`src/rtl/ordq_pkg.sv`:
```
// Package for the output-restricted deque: shared types, operation and status
// codes, and the default sizes for the top level's parameters.
// No dependencies; every other file in rtl/ refers to it by scoped names.
`default_nettype none

package ordq_pkg;

   // Default sizes for the top-level parameters.
   localparam int DEPTH_DEFAULT      = 32;
   localparam int DATA_WIDTH_DEFAULT = 32;

   // Fixed field widths of the ports.
   localparam int VALUE_W  = 32;
   localparam int FUNC_W   = 2;
   localparam int STATUS_W = 2;
   localparam int CSR_W    = 6;

   // Capacity register value after reset, before clamping to the store depth.
   localparam int CAP_RESET = 32;

   // Operation carried in the request tuser field.
   typedef enum logic [FUNC_W-1:0] {
      FUNC_INSERT_HEAD = 2'd0,
      FUNC_INSERT_TAIL = 2'd1,
      FUNC_DELETE_HEAD = 2'd2,
      FUNC_TRAVERSE    = 2'd3
   } func_type;

   // Status carried in the response tuser field.
   typedef enum logic [STATUS_W-1:0] {
      STATUS_OK        = 2'd0,
      STATUS_OVERFLOW  = 2'd1,
      STATUS_UNDERFLOW = 2'd2
   } status_type;

   // Controller states.
   typedef enum logic [1:0] {
      ST_IDLE,
      ST_READ,
      ST_NORM
   } state_type;

   // Strobes from the controller to the store memory.
   typedef struct packed {
      logic wr_en;
      logic rd_en;
   } mem_ctrl_type;

endpackage

`default_nettype wire

```
`src/rtl/ordq_mem.sv`:
```
// Store memory of the output-restricted deque: one port, synchronous write,
// registered read.
// Depends on ordq_pkg for the strobe struct.
`default_nettype none

module ordq_mem #(
   parameter int DEPTH      = ordq_pkg::DEPTH_DEFAULT,
   parameter int DATA_WIDTH = ordq_pkg::DATA_WIDTH_DEFAULT
) (
   input  wire logic                      clock,
   input  wire ordq_pkg::mem_ctrl_type    mem_ctrl,
   input  wire logic [$clog2(DEPTH)-1:0]  addr,
   input  wire logic [DATA_WIDTH-1:0]     wr_data,
   output logic      [DATA_WIDTH-1:0]     rd_data
);

   logic [DATA_WIDTH-1:0] store_mem [DEPTH];
   logic [DATA_WIDTH-1:0] rd_data_ff;

   // Write port. Contents are undefined until written, so there is no reset.
   always_ff @(posedge clock) begin
      if (mem_ctrl.wr_en) begin
         store_mem[addr] <= wr_data;
      end
   end

   // Registered read; the data holds until the next read strobe.
   always_ff @(posedge clock) begin
      if (mem_ctrl.rd_en) begin
         rd_data_ff <= store_mem[addr];
      end
   end

   assign rd_data = rd_data_ff;

endmodule

`default_nettype wire

```
`src/rtl/ordq_ctrl.sv`:
```
// Controller of the output-restricted deque: head pointer, entry count,
// capacity register, traverse sequencing and the response register.
// Depends on ordq_pkg; drives the store memory in ordq_mem.
`default_nettype none

module ordq_ctrl #(
   parameter int DEPTH      = ordq_pkg::DEPTH_DEFAULT,
   parameter int DATA_WIDTH = ordq_pkg::DATA_WIDTH_DEFAULT
) (
   input  wire logic                                clock,
   input  wire logic                                reset,
   // Request side.
   input  wire logic                                req_tvalid,
   output logic                                     req_tready,
   input  wire ordq_pkg::func_type                  req_func,
   input  wire logic signed [ordq_pkg::VALUE_W-1:0] req_value,
   // Response side.
   output logic                                     rsp_tvalid,
   input  wire logic                                rsp_tready,
   output logic signed [ordq_pkg::VALUE_W-1:0]      rsp_data,
   output ordq_pkg::status_type                     rsp_status,
   output logic                                     rsp_last,
   // Capacity register write.
   input  wire logic                                csr_valid,
   output logic                                     csr_ready,
   input  wire logic [ordq_pkg::CSR_W-1:0]          csr_data,
   // Store memory.
   output ordq_pkg::mem_ctrl_type                   mem_ctrl,
   output logic [$clog2(DEPTH)-1:0]                 mem_addr,
   output logic [DATA_WIDTH-1:0]                    mem_wr_data,
   input  wire logic [DATA_WIDTH-1:0]               mem_rd_data
);

   localparam int AW = $clog2(DEPTH);
   localparam int CW = $clog2(DEPTH + 1);
   localparam int CAP_RESET_EFF =
      (ordq_pkg::CAP_RESET > DEPTH) ? DEPTH : ordq_pkg::CAP_RESET;

   ordq_pkg::state_type  state_ff, state_in;
   logic [AW-1:0]        head_ff, head_in;
   logic [AW-1:0]        head_raw_ff, head_raw_in;
   logic [CW-1:0]        count_ff, count_in;
   logic [CW-1:0]        cap_ff, cap_in;
   logic [AW-1:0]        ptr_ff, ptr_in;
   logic [CW-1:0]        remain_ff, remain_in;
   logic                 rsp_valid_ff, rsp_valid_in;
   logic [ordq_pkg::VALUE_W-1:0] rsp_data_ff, rsp_data_in;
   ordq_pkg::status_type rsp_status_ff, rsp_status_in;
   logic                 rsp_last_ff, rsp_last_in;

   logic                 out_free;
   logic                 req_fire;
   logic                 csr_fire;
   logic                 full;
   logic                 empty;
   logic [AW-1:0]        head_dec;
   logic [AW-1:0]        head_inc;
   logic [AW-1:0]        ptr_inc;
   logic [CW:0]          tail_sum;
   logic [AW-1:0]        tail_idx;
   logic [CW-1:0]        head_ext;
   logic [CW-1:0]        head_nxt;
   logic [CW-1:0]        ptr_nxt;
   logic [CW-1:0]        csr_cap;

   // Handshakes. A capacity write wins over a request in the same cycle.
   assign out_free   = !rsp_valid_ff || rsp_tready;
   assign csr_ready  = (state_ff == ordq_pkg::ST_IDLE);
   assign req_tready = (state_ff == ordq_pkg::ST_IDLE) && out_free && !csr_valid;
   assign req_fire   = req_tvalid && req_tready;
   assign csr_fire   = csr_valid && csr_ready;

   // Clamp the written capacity into the range one to DEPTH.
   always_comb begin
      if (csr_data == '0) begin
         csr_cap = CW'(1);
      end else if ({1'b0, csr_data} > (ordq_pkg::CSR_W + 1)'(DEPTH)) begin
         csr_cap = CW'(DEPTH);
      end else begin
         csr_cap = CW'(csr_data);
      end
   end

   // Index arithmetic; the head is below the capacity whenever a request is taken.
   assign full     = (count_ff >= cap_ff);
   assign empty    = (count_ff == '0);
   assign head_ext = CW'(head_ff);
   assign head_dec = (head_ff == '0) ? AW'(cap_ff - CW'(1)) : head_ff - AW'(1);
   assign head_nxt = head_ext + CW'(1);
   assign head_inc = (head_nxt == cap_ff) ? '0 : AW'(head_nxt);
   assign ptr_nxt  = CW'(ptr_ff) + CW'(1);
   assign ptr_inc  = (ptr_nxt == cap_ff) ? '0 : AW'(ptr_nxt);
   // An insert only happens below capacity, so the sum stays under twice it.
   assign tail_sum = (CW + 1)'(head_ff) + (CW + 1)'(count_ff);
   assign tail_idx = (tail_sum >= (CW + 1)'(cap_ff)) ?
                     AW'(tail_sum - (CW + 1)'(cap_ff)) : AW'(tail_sum);

   // Next state.
   always_comb begin
      state_in = state_ff;
      case (state_ff)
         ordq_pkg::ST_IDLE: begin
            if (csr_fire) begin
               state_in = ordq_pkg::ST_NORM;
            end else if (req_fire && !empty &&
                         (req_func == ordq_pkg::FUNC_DELETE_HEAD ||
                          req_func == ordq_pkg::FUNC_TRAVERSE)) begin
               state_in = ordq_pkg::ST_READ;
            end
         end
         ordq_pkg::ST_READ: begin
            if (out_free && remain_ff == '0) begin
               state_in = ordq_pkg::ST_IDLE;
            end
         end
         ordq_pkg::ST_NORM: begin
            if (head_ext < cap_ff) begin
               state_in = ordq_pkg::ST_IDLE;
            end
         end
         default: begin
            state_in = ordq_pkg::ST_IDLE;
         end
      endcase
   end

   // Datapath and memory strobes. Reads and writes come from different
   // transactions in different cycles, so one entry is never read and
   // written at the same edge. The raw head is the head as an insert or a
   // delete last set it; a capacity write reduces it afresh.
   always_comb begin
      head_in       = head_ff;
      head_raw_in   = head_raw_ff;
      count_in      = count_ff;
      cap_in        = cap_ff;
      ptr_in        = ptr_ff;
      remain_in     = remain_ff;
      rsp_valid_in  = rsp_valid_ff && !rsp_tready;
      rsp_data_in   = rsp_data_ff;
      rsp_status_in = rsp_status_ff;
      rsp_last_in   = rsp_last_ff;
      mem_ctrl      = '0;
      mem_addr      = head_ff;
      mem_wr_data   = DATA_WIDTH'(req_value);

      case (state_ff)
         ordq_pkg::ST_IDLE: begin
            if (csr_fire) begin
               cap_in  = csr_cap;
               head_in = head_raw_ff;
            end else if (req_fire) begin
               case (req_func)
                  ordq_pkg::FUNC_INSERT_HEAD,
                  ordq_pkg::FUNC_INSERT_TAIL: begin
                     rsp_valid_in = 1'b1;
                     rsp_data_in  = '0;
                     rsp_last_in  = 1'b1;
                     if (full) begin
                        rsp_status_in = ordq_pkg::STATUS_OVERFLOW;
                     end else begin
                        rsp_status_in = ordq_pkg::STATUS_OK;
                        mem_ctrl.wr_en = 1'b1;
                        count_in = count_ff + CW'(1);
                        if (req_func == ordq_pkg::FUNC_INSERT_HEAD) begin
                           head_in     = head_dec;
                           head_raw_in = head_dec;
                           mem_addr    = head_dec;
                        end else begin
                           head_raw_in = head_ff;
                           mem_addr    = tail_idx;
                        end
                     end
                  end
                  ordq_pkg::FUNC_DELETE_HEAD: begin
                     if (empty) begin
                        rsp_valid_in  = 1'b1;
                        rsp_data_in   = '0;
                        rsp_status_in = ordq_pkg::STATUS_UNDERFLOW;
                        rsp_last_in   = 1'b1;
                     end else begin
                        mem_ctrl.rd_en = 1'b1;
                        remain_in   = '0;
                        count_in    = count_ff - CW'(1);
                        head_in     = (count_ff == CW'(1)) ? '0 : head_inc;
                        head_raw_in = (count_ff == CW'(1)) ? '0 : head_inc;
                     end
                  end
                  ordq_pkg::FUNC_TRAVERSE: begin
                     if (empty) begin
                        rsp_valid_in  = 1'b1;
                        rsp_data_in   = '0;
                        rsp_status_in = ordq_pkg::STATUS_UNDERFLOW;
                        rsp_last_in   = 1'b1;
                     end else begin
                        mem_ctrl.rd_en = 1'b1;
                        ptr_in    = head_inc;
                        remain_in = count_ff - CW'(1);
                     end
                  end
                  default: begin
                     rsp_valid_in = rsp_valid_ff && !rsp_tready;
                  end
               endcase
            end
         end
         ordq_pkg::ST_READ: begin
            // Hand the read entry to the response register, then fetch the
            // next one of a traverse.
            if (out_free) begin
               rsp_valid_in  = 1'b1;
               rsp_data_in   = ordq_pkg::VALUE_W'(mem_rd_data);
               rsp_status_in = ordq_pkg::STATUS_OK;
               rsp_last_in   = (remain_ff == '0);
               if (remain_ff != '0) begin
                  mem_ctrl.rd_en = 1'b1;
                  mem_addr  = ptr_ff;
                  ptr_in    = ptr_inc;
                  remain_in = remain_ff - CW'(1);
               end
            end
         end
         ordq_pkg::ST_NORM: begin
            // Reduce the head modulo the capacity that has just been written.
            if (head_ext >= cap_ff) begin
               head_in = AW'(head_ext - cap_ff);
            end
         end
         default: begin
            head_in = head_ff;
         end
      endcase
   end

   // Control registers.
   always_ff @(posedge clock) begin
      if (reset) begin
         state_ff     <= ordq_pkg::ST_IDLE;
         head_ff      <= '0;
         head_raw_ff  <= '0;
         count_ff     <= '0;
         cap_ff       <= CW'(CAP_RESET_EFF);
         rsp_valid_ff <= 1'b0;
      end else begin
         state_ff     <= state_in;
         head_ff      <= head_in;
         head_raw_ff  <= head_raw_in;
         count_ff     <= count_in;
         cap_ff       <= cap_in;
         rsp_valid_ff <= rsp_valid_in;
      end
   end

   // Payload and sequencing registers.
   always_ff @(posedge clock) begin
      ptr_ff        <= ptr_in;
      remain_ff     <= remain_in;
      rsp_data_ff   <= rsp_data_in;
      rsp_status_ff <= rsp_status_in;
      rsp_last_ff   <= rsp_last_in;
   end

   assign rsp_tvalid = rsp_valid_ff;
   assign rsp_data   = rsp_data_ff;
   assign rsp_status = rsp_status_ff;
   assign rsp_last   = rsp_last_ff;

endmodule

`default_nettype wire

```
`src/rtl/output_restricted_deque.sv`:
```
// Output-restricted circular deque. Each request transaction carries an
// operation in req_tuser (insert at head, insert at tail, delete head,
// traverse) and a value in req_tdata. An insert answers with one response;
// a delete reads the head entry from the store memory and then answers with
// it; a traverse of N stored entries streams N responses, the last with
// tlast. Inserting into a full deque answers overflow, deleting or
// traversing an empty one answers underflow, each with zero data. Every
// response waits in an output register; a new request is accepted only when
// that register is empty or its response leaves in the same cycle, so a
// stalled response holds off input. A capacity write on the csr channel
// (zero acts as one, values above DEPTH as DEPTH) is taken while idle and is
// followed by a head reduction that subtracts the new capacity from the head,
// as the last insert or delete left it, until it lies below the capacity.
// Depends on ordq_pkg, ordq_mem and ordq_ctrl.
`default_nettype none

module output_restricted_deque #(
   parameter int DEPTH      = ordq_pkg::DEPTH_DEFAULT,
   parameter int DATA_WIDTH = ordq_pkg::DATA_WIDTH_DEFAULT
) (
   input  wire logic                                  clock,
   input  wire logic                                  reset,
   // Request stream.
   input  wire logic                                  req_tvalid,
   output logic                                       req_tready,
   input  wire logic signed [ordq_pkg::VALUE_W-1:0]   req_tdata,  // [31:0] value
   input  wire logic [ordq_pkg::FUNC_W-1:0]           req_tuser,  // [1:0] func
   // Response stream.
   output logic                                       rsp_tvalid,
   input  wire logic                                  rsp_tready,
   output logic signed [ordq_pkg::VALUE_W-1:0]        rsp_tdata,  // [31:0] data
   output logic [ordq_pkg::STATUS_W-1:0]              rsp_tuser,  // [1:0] status
   output logic                                       rsp_tlast,
   // Capacity register write.
   input  wire logic                                  csr_valid,
   output logic                                       csr_ready,
   input  wire logic [ordq_pkg::CSR_W-1:0]            csr_data
);

   ordq_pkg::mem_ctrl_type     mem_ctrl;
   logic [$clog2(DEPTH)-1:0]   mem_addr;
   logic [DATA_WIDTH-1:0]      mem_wr_data;
   logic [DATA_WIDTH-1:0]      mem_rd_data;
   ordq_pkg::status_type       rsp_status;

   // Sequencing, pointers and response register.
   ordq_ctrl #(
      .DEPTH      (DEPTH),
      .DATA_WIDTH (DATA_WIDTH)
   ) u_ctrl (
      .clock       (clock),
      .reset       (reset),
      .req_tvalid  (req_tvalid),
      .req_tready  (req_tready),
      .req_func    (ordq_pkg::func_type'(req_tuser)),
      .req_value   (req_tdata),
      .rsp_tvalid  (rsp_tvalid),
      .rsp_tready  (rsp_tready),
      .rsp_data    (rsp_tdata),
      .rsp_status  (rsp_status),
      .rsp_last    (rsp_tlast),
      .csr_valid   (csr_valid),
      .csr_ready   (csr_ready),
      .csr_data    (csr_data),
      .mem_ctrl    (mem_ctrl),
      .mem_addr    (mem_addr),
      .mem_wr_data (mem_wr_data),
      .mem_rd_data (mem_rd_data)
   );

   // Entry store.
   ordq_mem #(
      .DEPTH      (DEPTH),
      .DATA_WIDTH (DATA_WIDTH)
   ) u_mem (
      .clock    (clock),
      .mem_ctrl (mem_ctrl),
      .addr     (mem_addr),
      .wr_data  (mem_wr_data),
      .rd_data  (mem_rd_data)
   );

   assign rsp_tuser = rsp_status;

endmodule

`default_nettype wire

```
`config.mk`:
```
export PLATFORM = sky130hd
export DESIGN_NAME = output_restricted_deque
export DESIGN_NICKNAME = d
export VERILOG_FILES = /design/src/rtl/ordq_pkg.sv /design/src/rtl/ordq_mem.sv /design/src/rtl/ordq_ctrl.sv /design/src/rtl/output_restricted_deque.sv
export SDC_FILE = /design/constraint.sdc
export NUM_CORES = 1
export LEC_CHECK = 0
export ABC_AREA = 1
export BUFFER_PORTS_ARGS = -buffer_cell sky130_fd_sc_hd__buf_2
export CAP_MARGIN = 30
export CORE_MARGIN = 5
export CORE_UTILIZATION = 35
export DETAILED_ROUTE_END_ITERATION = 12
export GPL_TIMING_DRIVEN = 0
export PLACE_DENSITY = 0.56
export SLEW_MARGIN = 20
export SYNTH_ARGS = -nofsm -noshare
export SYNTH_HDL_FRONTEND = slang
export SYNTH_HIERARCHICAL = 1
export SYNTH_SLANG_ARGS = --single-unit
```
`constraint.sdc`:
```
create_clock -name clock -period 6.4 [get_ports clock]
set_clock_uncertainty 0.1 [all_clocks]
set_input_delay 1.6 -clock clock [delete_from_list [all_inputs] [get_ports clock]]
set_output_delay 1.6 -clock clock [all_outputs]
set_load 0.005 [all_outputs]
```
# --- Word level (Yosys, flattened, before mapping) ---
# Memories as Yosys holds them, arrays and structs flattened. A register that Yosys moved wholly into a read port is not among the register bits.
# Index checks and enable logic that the tools add are counted.
totals:
  regBits: 71
  n_memories: 1
  out_inout_bits: 38
  ram_bits: 1024
  inputBits: 45
  word_cells: 171
mem_list:
  columns: ["name", "depth", "width", "read_ports", "rd_clocked_by_memory_dff", "write_ports", "line_no", "text"]
  rows:
  - ["u_mem.store_mem", 32, 32, 1, 1, 1, "ordq_mem.sv:17", "logic [DATA_WIDTH-1:0] store_mem [DEPTH];"]
op_classes:
  magnitude_cmp: 5
  addsub: 10
  eq_ne: 28
  n_reduce_logical: 33
  bitwise: 1
  muxes: 82
op_table:
  columns: ["op", "n"]
  rows:
  - ["$mux 32", 4]
  - ["$pmux 32 s2", 2]
  - ["$mux 5", 24]
  - ["$mux 6", 9]
  - ["$pmux 5 s2", 4]
  - ["$pmux 6 s2", 3]
  - ["$mux 2", 10]
  - ["$logic_not 6->1", 3]
  - ["$mux 1", 18]
  - ["$ne 3x3->1 const B", 6]
  - ["$add 5x1->6 const B", 2]
  - ["$eq 6x6->1", 2]
  - ["$ne 2x2->1 const B", 6]
  - ["$ne 4x4->1 const B", 3]
  - ["$reduce_and 6->1", 2]
  - ["$sub 6x1->6 const B", 2]
  - ["$ne 2x1->1 const B", 5]
  - ["$pmux 1 s2", 5]
  - ["$sub 5x1->5 const B", 2]
  - ["$sub 5x5->5", 2]
  - ["$logic_and 1x1->1", 8]
  - ["$pmux 2 s2", 2]
  - ["$reduce_and 8->1", 1]
  - ["$add 5x6->7", 1]
  - ["other kinds (22)", 33]

# --- Logic depth before layout (Yosys ltp) ---
logic_depth:
  depth_word: 10
  depth_mapped: 29
  mapped_depth_nobuf: 27

# --- By module ---
# Netlist, hierarchy kept.
by_module_without_submodules:
  columns: ["module", "cells_per_inst", "area_per_inst_um2", "seq_area_each_um2", "n_inst"]
  rows:
  - ["ordq_mem", 4091, 43240.2, 31710.4, 1]
  - ["ordq_ctrl", 658, 5077.4, 1881.8, 1]

# --- Worst setup path after synthesis ---
# No wires, ideal clock.
synth_timing:
  path_type: "register to register"
  startpoint: "register u_ctrl.head_ff[1]"
  endpoint: "memory u_mem/store_mem[10][0] (netlist bit), enable pin"
  slack_ps: 1085
  path_buffers: 2
  required_ps: 5879
  stages_incl_launch_ff: 23
  setup_ps: 421
  period_less_slack_ps: 5315
  arrival_time_ps: 4794
  cell_sequence: "dfxtp_1 inv_1 fa_1 xnor2_1 ha_1 nand2_1 o21ai_0 nand2_1 nand3_1 nand2_1 nand2_1 nand2_1 nand2_1 nand2_1 nand3_1 nand3_1 nand2_1 nand2_1 inv_2 buf_2 buf_1 nand3_1 nor2_1"
synth_between:
  elab_chain_cells: 9
  word_cells_on_any_way: 15
  cone_classes: "add/sub: 3; order compare: 1; mux: 10; reduce/logical: 1"
synth_lines:
  columns: ["element", "line_no", "text"]
  rows:
  - ["start, declared", "ordq_ctrl.sv:40", "logic [AW-1:0] head_ff, head_in;"]
  - ["start signal, assigned", "ordq_ctrl.sv:245", "head_ff <= head_in;"]
  - ["$add 5x6->7", "ordq_ctrl.sv:94", "assign tail_sum = (CW + 1)'(head_ff) + (CW + 1)'(count_ff);"]
  - ["$ge 7x6->1", "ordq_ctrl.sv:95", "assign tail_idx = (tail_sum >= (CW + 1)'(cap_ff)) ?"]
  - ["$mux 5", "ordq_ctrl.sv:95", null]
  - ["$mux 5 *", "ordq_ctrl.sv:164", "if (req_func == ordq_pkg::FUNC_INSERT_HEAD) begin"]
  - ["$mux 5 *", "ordq_ctrl.sv:158", "if (full) begin"]
  - ["$mux 5 *", "ordq_ctrl.sv:152", "case (req_func)"]
  - ["$mux 5 *", "ordq_ctrl.sv:151", "end else if (req_fire) begin"]
  - ["$mux 5 *", "ordq_ctrl.sv:148", "if (csr_fire) begin"]
  - ["$pmux 5 s2 *", "ordq_ctrl.sv:146", "case (state_ff)"]
  - ["via mem_addr[0]", "output_restricted_deque.sv:41", "logic [$clog2(DEPTH)-1:0] mem_addr;"]
  - ["end, declared", "ordq_mem.sv:17", null]
# Mark *: on every way through the listed nets, which the timed path passes. The rest lies on a longest branch.

# --- Worst setup path in the final report ---
layout_timing:
  startpoint: "register u_ctrl.head_ff[0]"
  endpoint: "register u_mem.rd_data_ff[5] (netlist: u_mem/rd_data[5]), read port of u_mem.store_mem (data pin)"
layout_between:
  elab_chain_cells: 9
  word_cells_on_any_way: 15
  cone_classes: "add/sub: 3; order compare: 1; mux: 10; reduce/logical: 1"
layout_lines:
  columns: ["element", "line_no", "text"]
  rows:
  - ["$add 5x6->7", "ordq_ctrl.sv:94", null]
  - ["$ge 7x6->1 or $sub 5x5->5 (tied branches)", "ordq_ctrl.sv:95, ordq_ctrl.sv:96", null]
  - ["$mux 5", "ordq_ctrl.sv:95", null]
  - ["$mux 5 *", "ordq_ctrl.sv:164", null]
  - ["$mux 5 *", "ordq_ctrl.sv:158", null]
  - ["$mux 5 *", "ordq_ctrl.sv:152", null]
  - ["$mux 5 *", "ordq_ctrl.sv:151", null]
  - ["$mux 5 *", "ordq_ctrl.sv:148", null]
  - ["$pmux 5 s2 *", "ordq_ctrl.sv:146", null]
  - ["via mem_addr[1]", "output_restricted_deque.sv:41", null]
  - ["end, declared", "ordq_mem.sv:18", "logic [DATA_WIDTH-1:0] rd_data_ff;"]
# Marked as above.
# A chain may end at the register's enable or synchronous reset.

==> summary by stage <==
Place
The last weighted congestion value of the routability-driven placer is 0.859. The number of input and output port buffers inserted is 48. Once placement finished, the instance area stood at 52000 um2. The detailed placement HPWL is 97500 um.

Synthesis
Synthesis inferred 1127 register bits. The most used flip-flop cell after synthesis is edfxtp_1. By area the synthesized netlist is led by edfxtp_1 68%, nand2_1 22%, nor2_1 1.3%, dfxtp_1 1.0%, clkbuf_1 0.92%. The sequential area share after synthesis is 69.5%. The largest total area in the synthesized netlist belongs to edfxtp_1. The count of yosys warnings during synthesis is 6. The number of nets handed over by synthesis was 4828. The mean instance size in the synthesized netlist is 10.2 um2. The count of different cell masters after synthesis is 48. The synthesized design contains 1102 enable-type register cells. In this run the biggest area consumer among cell types represents 68.5% of the synthesized area.

The synthesized netlist occupies a cell area of 48300 um2. The async set or reset register ratio after synthesis is 0%. The number of instances in the synthesized netlist is 4749.

Cells and area
In the final layout, the share of cells above drive strength 1 is 10.0%. The final cell area excluding filler cells is 56700 um2. The number of nets in the finished design is 5095. In the final layout, the multi-input gates occupy 13400 um2. The filler cells instantiated in the layout total 13.1k. The area of all sequential standard cells is 33600 um2. Cells fill 41.3% of the core in the end. The post-synthesis to final-layout area growth is 17.3%.

Power and ir drop
The analysis attributes to cell leakage a power of 23.4 nW. The power density over the cells is 341 nW/um2. Per report_power, the sequential group accounts for 42.8% of the total. After layout, the design draws a total of 19.3 mW. The switching power total is 5.96 mW.

The worst supply voltage drop on vdd is 0.260 mV. The internal power summed over all cells is 13.4 mW. The switching part of the total is 30.8%.

Combinational cells account for 20.4% of the total power. The clock network fraction of design power is 36.8%.

Timing
Adding up every negative setup slack in the final design gives 0 ns. Measured against its own limit, the worst slew margin works out to 32.4%. The maximum achievable frequency is 0.163 GHz. Setup repair after global routing left no endpoint under its margin. The minimum clock period after layout is 6.14 ns. Dividing the final minimum period by the clock period gives 95.9%.

For the pin with the worst max-slew slack, the measured transition is 1.01 ns. The max-slew violation count is 0. The total of endpoints with negative setup slack in the final report is 0. Hold timing on the final database bottoms out at a slack of 0.394 ns. The final count of hold timing violations is 0.

Drt
The final wirelength is 145000 um. After detailed routing, the number of remaining DRC violations is 0. The first-iteration detailed-routing DRC count is 3400. Dividing the detail-routed via count by the number of cells gives 4.88. The routed layout has 33.7k vias.

The average detailed-routed wire length per instance is 20.9 um. The first detailed-routing pass took 6 iterations. In this run the remaining antenna-violating nets after routing total 0.

Floorplanning
The I/O pin count is 83. The starting density of the core is 35.2%. The die is 382 um tall. The die outline area is 146000 um2. The count of standard-cell rows is 136. The placeable core area is 137000 um2. The width of the die is 382 um.

Clock network
The cell sitting at the root of the clock tree is a clkbuf_16. The clock net in this run drives a total of 1127 sinks. Clock-pin slew was measured on the worst setup and hold paths at 0.06 ns. The source-to-sink clock delay at the later pin of the worst-skew pair is 0.74 ns.

The deepest clock path buffer count is 3. The H-tree was split into 3 levels. The number of hold buffers added after cts is 0. In this run, CTS created clock tree buffers numbering 115.

The TritonCTS clock tree is done.

Setup path
Counting stages on the worst path, the most repeated cell is nand2_1. Among all stages on the critical path, the largest delay is contributed by clkbuf_1. The worst register-to-register path begins at u_ctrl/head_ff[0]$_SDFFE_PP0P_. The required time reported for the critical path endpoint is 6.90 ns. In this run the worst path has a maximum fanout of 10. STA puts the critical path data arrival time at 6.64 ns. The critical path in this run is classified as register to register.

The critical path startpoint category is a register. The most critical setup path has its startpoint at u_ctrl/head_ff[0]$_SDFFE_PP0P_. In this design, the stage delay of the slowest critical-path cell is 0.74 ns. The critical path endpoint category is a register.

GRT
The via count of the first global-routing pass is 31.6k. Global routing finished with a remaining overflow of 0. The combined global-route utilization of all metal layers is 19.4%. The first global-routing pass estimated 211000 um of wire. Entering global routing, the biggest net connects 33 pins.

The number of antenna violations at the first check in global routing is 6.

Run
The tool flagged a number of max-cap violations equal to 0.

Min path
In this run the most critical hold path is launched from u_ctrl/cap_ff[2]$_SDFFE_PP0P_. The tightest min-delay check is of the register to register type.

Run status
The run finished with clean final reports.
-- final timing paths --
| check | cells after the start | end | slack, ns |
|---|---|---|---|
| setup reg to reg | 28 | u_mem/rd_data[5]$_DFFE_PP_ | 0.26 |
| hold reg to reg | 2 | u_ctrl/cap_ff[2]$_SDFFE_PP0P_ | 0.39 |
| hold / removal | 2 | u_ctrl/cap_ff[2]$_SDFFE_PP0P_ | 0.39 |
| setup / recovery | 28 | u_mem/rd_data[5]$_DFFE_PP_ | 0.26 |
-- per-stage QoR --
stage / setup slack, ns / std cells
6_report: 0.262 / 6915
5_1_grt: 0.00770 / 6909
4_1_cts: 0.00852 / 6886
3_5_place_dp: -0.876 / 6632
3_3_place_gp: -2.67 / 6591
2_1_floorplan: 1.08 / 4749
-- cell families (layout without fill, tap and decap cells) --
group / after synthesis / after routing / synth area share [%]
adder cells (fa/ha/maj): 34 / 34 / 0.927
flip-flops: 1127 / 1127 / 69.5
AO/OA/AOI/OAI: 99 / 99 / 1.19
buffers and inverters: 370 / 736 / 3.36
XOR/XNOR: 24 / 24 / 0.435
AND/OR/NAND/NOR: 3095 / 3095 / 24.6
other: 0 / 6 / 0
-- cell type report --
cell class	count	area share (%)
inverter	131	0.883
timing repair buffer	151	3.15
clock buffer	132	5.19
clock inverter	84	1.84
multi-input combinational	3252	23.7
sequential	1127	59.3
tap	1794	3.96
antenna	6	0.0265
buffer	238	2.01
-- worst max-delay path: cells and delay by family (launching register included) --
kind | cells | cell delay, ns
simple gates | 18 | 1.94
buf+inv | 5 | 1.93
fa+ha+maj | 3 | 1.03
flops | 1 | 0.53
compound gates | 1 | 0.25
xor+xnor | 1 | 0.19
-- power by group through the flow --
stage	registers [mW]	clock network (mW)	logic, mW
after floorplan	8.42	0	2.31
after global placement	8.44	0	3.79
after detailed placement	8.43	0	3.87
after CTS	8.27	7.22	3.90
after global routing	8.28	7.54	4.34
final	8.27	7.10	3.94
-- per-layer routing --
layer	part of all wire (%)	global-route usage [%]
met1	42	26.3
met2	48	32.4
met3	7.3	3.31
met4	2.9	5.48
met5	0.0090	0
-- cells in the mapped netlist (7+ instances only) --
cell and instances:
a21oi_1 34, a22oi_1 7, buf_1 12, buf_2 74, buf_4 32, clkbuf_1 119
dfxtp_1 25, edfxtp_1 1102, ha_1 31, inv_1 119, nand2_1 2828, nand3_1 58
nand4_1 20, nor2_1 164, nor3_2 7, o21ai_0 37, xnor2_1 7, xor2_1 17
-- state kept, by name (all words and copies together) (netlist names) --
name,count
u_mem/rd_data,32
u_mem/store_mem,1024
u_ctrl/rsp_tvalid,1
u_ctrl/state_ff,2
u_ctrl/rsp_last,1
u_ctrl/cap_ff,6
u_ctrl/head_ff,5
u_ctrl/rsp_data,32
u_ctrl/count_ff,6
u_ctrl/rsp_status,2
u_ctrl/remain_ff,6
u_ctrl/head_raw_ff,5
u_ctrl/ptr_ff,5
-- repair_timing --
item | 4_1_cts | 5_1_grt
buffers inserted | 39 | 23
hold endpoints to repair | 0 | 0
pin swaps | 20 | 7
resized for setup | 11 | 18
endpoints found under the setup margin | 1024 | 828
-- placed cells by master, fill, tap and decap left out, types with 10 or more instances in the layout --
master / instances
a21oi_1: 33
buf_1: 11
buf_12: 29
buf_16: 20
buf_2: 118
buf_4: 89
bufinv_16: 21
clkbuf_1: 129
clkbuf_16: 115
clkinv_1: 36
clkinv_2: 16
dfxtp_1: 24
edfxtp_1: 1102
ha_1: 31
inv_1: 119
nand2_1: 2827
nand3_1: 54
nand4_1: 20
nor2_1: 124
nor2_2: 10
nor2_4: 34
o21ai_0: 37
xor2_1: 17
Note: power is estimated with default switching activity, not from simulation.
